--- src/hw/rtl/mtt_ram.sv ---
// mtt_ram: generic single write port, single read port ram with registered read
// no dependencies

module mtt_ram #(
	parameter int WIDTH = 128,
	parameter int DEPTH = 8
) (
	input  logic                     clk,
	input  logic                     we,
	input  logic [$clog2(DEPTH)-1:0] waddr,
	input  logic [WIDTH-1:0]         wdata,
	input  logic [$clog2(DEPTH)-1:0] raddr,
	output logic [WIDTH-1:0]         rdata
);

	logic [WIDTH-1:0] mem_q [DEPTH];
	logic [WIDTH-1:0] rdata_q;

	always_ff @(posedge clk) begin
		if (we) begin
			mem_q[waddr] <= wdata;
		end
		rdata_q <= mem_q[raddr];
	end

	assign rdata = rdata_q;

endmodule

--- config.mk ---
export PLATFORM = sky130hd
export DESIGN_NAME = mtt_ram
export DESIGN_NICKNAME = d
export VERILOG_FILES = /design/src/hw/rtl/mtt_ram.sv
export SDC_FILE = /design/constraint.sdc
export NUM_CORES = 1
export LEC_CHECK = 0
export BUFFER_PORTS_ARGS = -buffer_cell sky130_fd_sc_hd__clkbuf_2
export CORE_ASPECT_RATIO = 1.1
export CORE_MARGIN = 3
export CORE_UTILIZATION = 47
export CTS_CLUSTER_DIAMETER = 100
export DETAILED_ROUTE_END_ITERATION = 16
export GPL_ROUTABILITY_DRIVEN = 0
export PLACE_DENSITY = 0.78
export SYNTH_ARGS = -nofsm -noshare
export SYNTH_HDL_FRONTEND = slang
export SYNTH_SLANG_ARGS = --single-unit
--- constraint.sdc ---
create_clock -name clk -period 12.55 [get_ports clk]
set_input_delay 3.1375 -clock clk [delete_from_list [all_inputs] [get_ports clk]]
set_output_delay 3.1375 -clock clk [all_outputs]
set_load 0.1 [all_outputs]
==> impl_metrics.ini <==
[yosys]
syn-cell-area_mm2 = 0.0416
netlist_top_cells_area = edfxtp_1 74%, mux4_2 10%, dfxtp_1 6.2%
syn_avg_cell_area_um2 = 25.7
syn-instance-count = 1620
ys_seq_area_share_pct = 80.2
synth.largest_area_cell = edfxtp_1
synth_top_area_share_pct = 74.0
ys_types = 18
ys_seq_elements = 1152
synth_warnings = 0
syn-num-nets = 1756

[floorplanning]
die-area_mm2 = 0.0920
io_pins = 264
die_w_um = 290
rows = 113
start_util_pct = 47.8
die_y_um = 318
core_region_area_mm2 = 0.0870

[sta]
setup_tns_ps = 0
setup_viol = 0
drv_slew = 0
clock.fmax_mhz = 172
slew_headroom_pct = 24.1
worst_pin_slew_ps = 1140
fin_worst_skew_ps = 17.8
rsz0062_at_grt = false
hold_violations = 0
timing.final.ws_setup_ps = 6720
finalCriticalPeriod_ps = 5830
fin_crit_sh_pct = 46.4

[cts]
htree_levels = 3
insertion_delay_ps = 670
cts_setup_buffers = 0
clock-sinks = 1152
clkTransAtPathRegs_ps = 60
cts-root-buf = clkbuf_16
cts_made_buffers = 110
cts_tree = done
cts_hold_buf = 0
cts_buffer_depth = 3
cts_resized = 0

[placement]
io_buffers = 263
dp_hpwl_mm = 43.4
preCtsSetupSlack_ps = 5990

[global_routing]
use_met1_pct = 25.3
grt_max_degree = 97
grt_pass1_vias = 19149
antenna_found_initial = 11
use_met3_pct = 3.98
grt-ovfl-total = 0
top_usage_layer = met2
use_met2_pct = 28.9
grt_pass1_wl_mm = 124
grtUsageTotal_pct = 18.0

[setup_path]
rrSetupSlack_ps = 11210
cp-end-kind = flip-flop
cp_data_required_time_ps = 13100
criticalPathCategory = input port to flip-flop
cp_max_fo = 96
worstSetupStartpointType = input port
cp.arrival_ps = 6380

[routing]
ant_nets = 0
drt_iter0_markers = 1430
vias_per_cell = 5.57
dr.pass1.iters = 5
via_count = 17888
avgRoutedWirePerCell_um = 25.4
drc = 0
drt-total-wl_mm = 81.6

[pwr]
vdd_drop_max_uv = 154
leakage_nw = 16.0
powerDensity_mw_per_mm2 = 178

[run_status]
outcome = finished clean

[cells_and_area]
drive_gt1_share_pct = 38.3
syn_to_final_growth_pct = 15.0
n_fill_cell = 6247
nNetsFinal = 2092

[job]
maxCapViolCount = 0

[hold_path]
min_path_type = flip-flop to flip-flop
-- metrics by stage --
step	std cells	utilization, %	power (mW)	cell area [µm²]	hold slack (ps)
floorplan	1620	-	5.01	41600	641
global placement	2994	50.5	5.16	43900	648
detailed placement	2994	50.5	5.18	43900	657
CTS	3203	54.9	8.60	47800	670
global route	3208	54.9	8.79	47800	684
finish	3211	55.0	8.51	47800	665
-- final timing paths --
path	start	endpoint	depth (start not counted)
setup reg to reg	mem_q[0][60]	rdata[60]	2
hold / removal	mem_q[0][19]	rdata[19]	2
hold reg to reg	mem_q[0][19]	rdata[19]	2
setup / recovery	raddr[0]	rdata[114]	5
-- power breakdown --
group	switching (mW)	leakage, nW	total (mW)	internal [mW]
Clock	1.38	1.87	3.41	2.03
Combinational	0.528	3.73	0.713	0.185
Sequential	0.0463	10.4	4.38	4.33
Total	1.96	16.0	8.51	6.55
-- cell families (layout without fill, tap and decap cells) --
family,count (synthesis),in the layout,share of synthesized area (%)
flops,1152,1152,80.2
simple gates,13,13,0.142
other cells,0,8,0
mux,384,384,18.0
buf+inv,71,504,1.70
-- layer usage --
metal | up-vias | part of all wire, %
met1 | 9522 | 42
met3 | 116 | 7.4
li1 | 7639 | -
met5 | - | 0.067
met2 | 603 | 49
met4 | 8 | 1.8
-- worst max-delay path, stage by stage --
cell	delay [ps]
buf_8	500
buf_4	860
buf_12	560
mux4_1	660
mux2_2	280
-- cells in the final DEF (no fill, tap or decap), drive strengths merged, types with 7 or more instances in the layout --
cell type / count
mux4: 256
mux2: 128
diode: 8
dfxtp: 128
bufinv: 14
clkbuf: 416
buf: 35
edfxtp: 1024
clkinv: 28
inv: 7
-- layout make-up --
class	count	area, µm²	share of cell area [%]
flip-flops and latches	1152	33300	69.7
multi-input cells	397	7600	15.9
clock buffers	156	3120	6.53
repair buffers	295	1600	3.34
well taps	1150	1440	3.01
clock inverters	53	696	1.46
diodes	8	20.0	0.0419
-- sequential cells by signal, summed over array words and instances (netlist names) --
| name | flops |
|---|---|
| rdata | 128 |
| mem_q | 1024 |
-- cells in the mapped netlist --
master / n
edfxtp_1: 1024
mux4_2: 184
dfxtp_1: 128
mux2_2: 128
mux4_1: 72
buf_8: 19
buf_1: 13
clkbuf_8: 13
clkbuf_1: 12
buf_6: 7
nor2_1: 6
buf_2: 3
nand2b_1: 3
buf_12: 2
nand2_1: 2
nor3_1: 2
buf_4: 1
clkbuf_4: 1
Power figures use the tool's default switching activity.
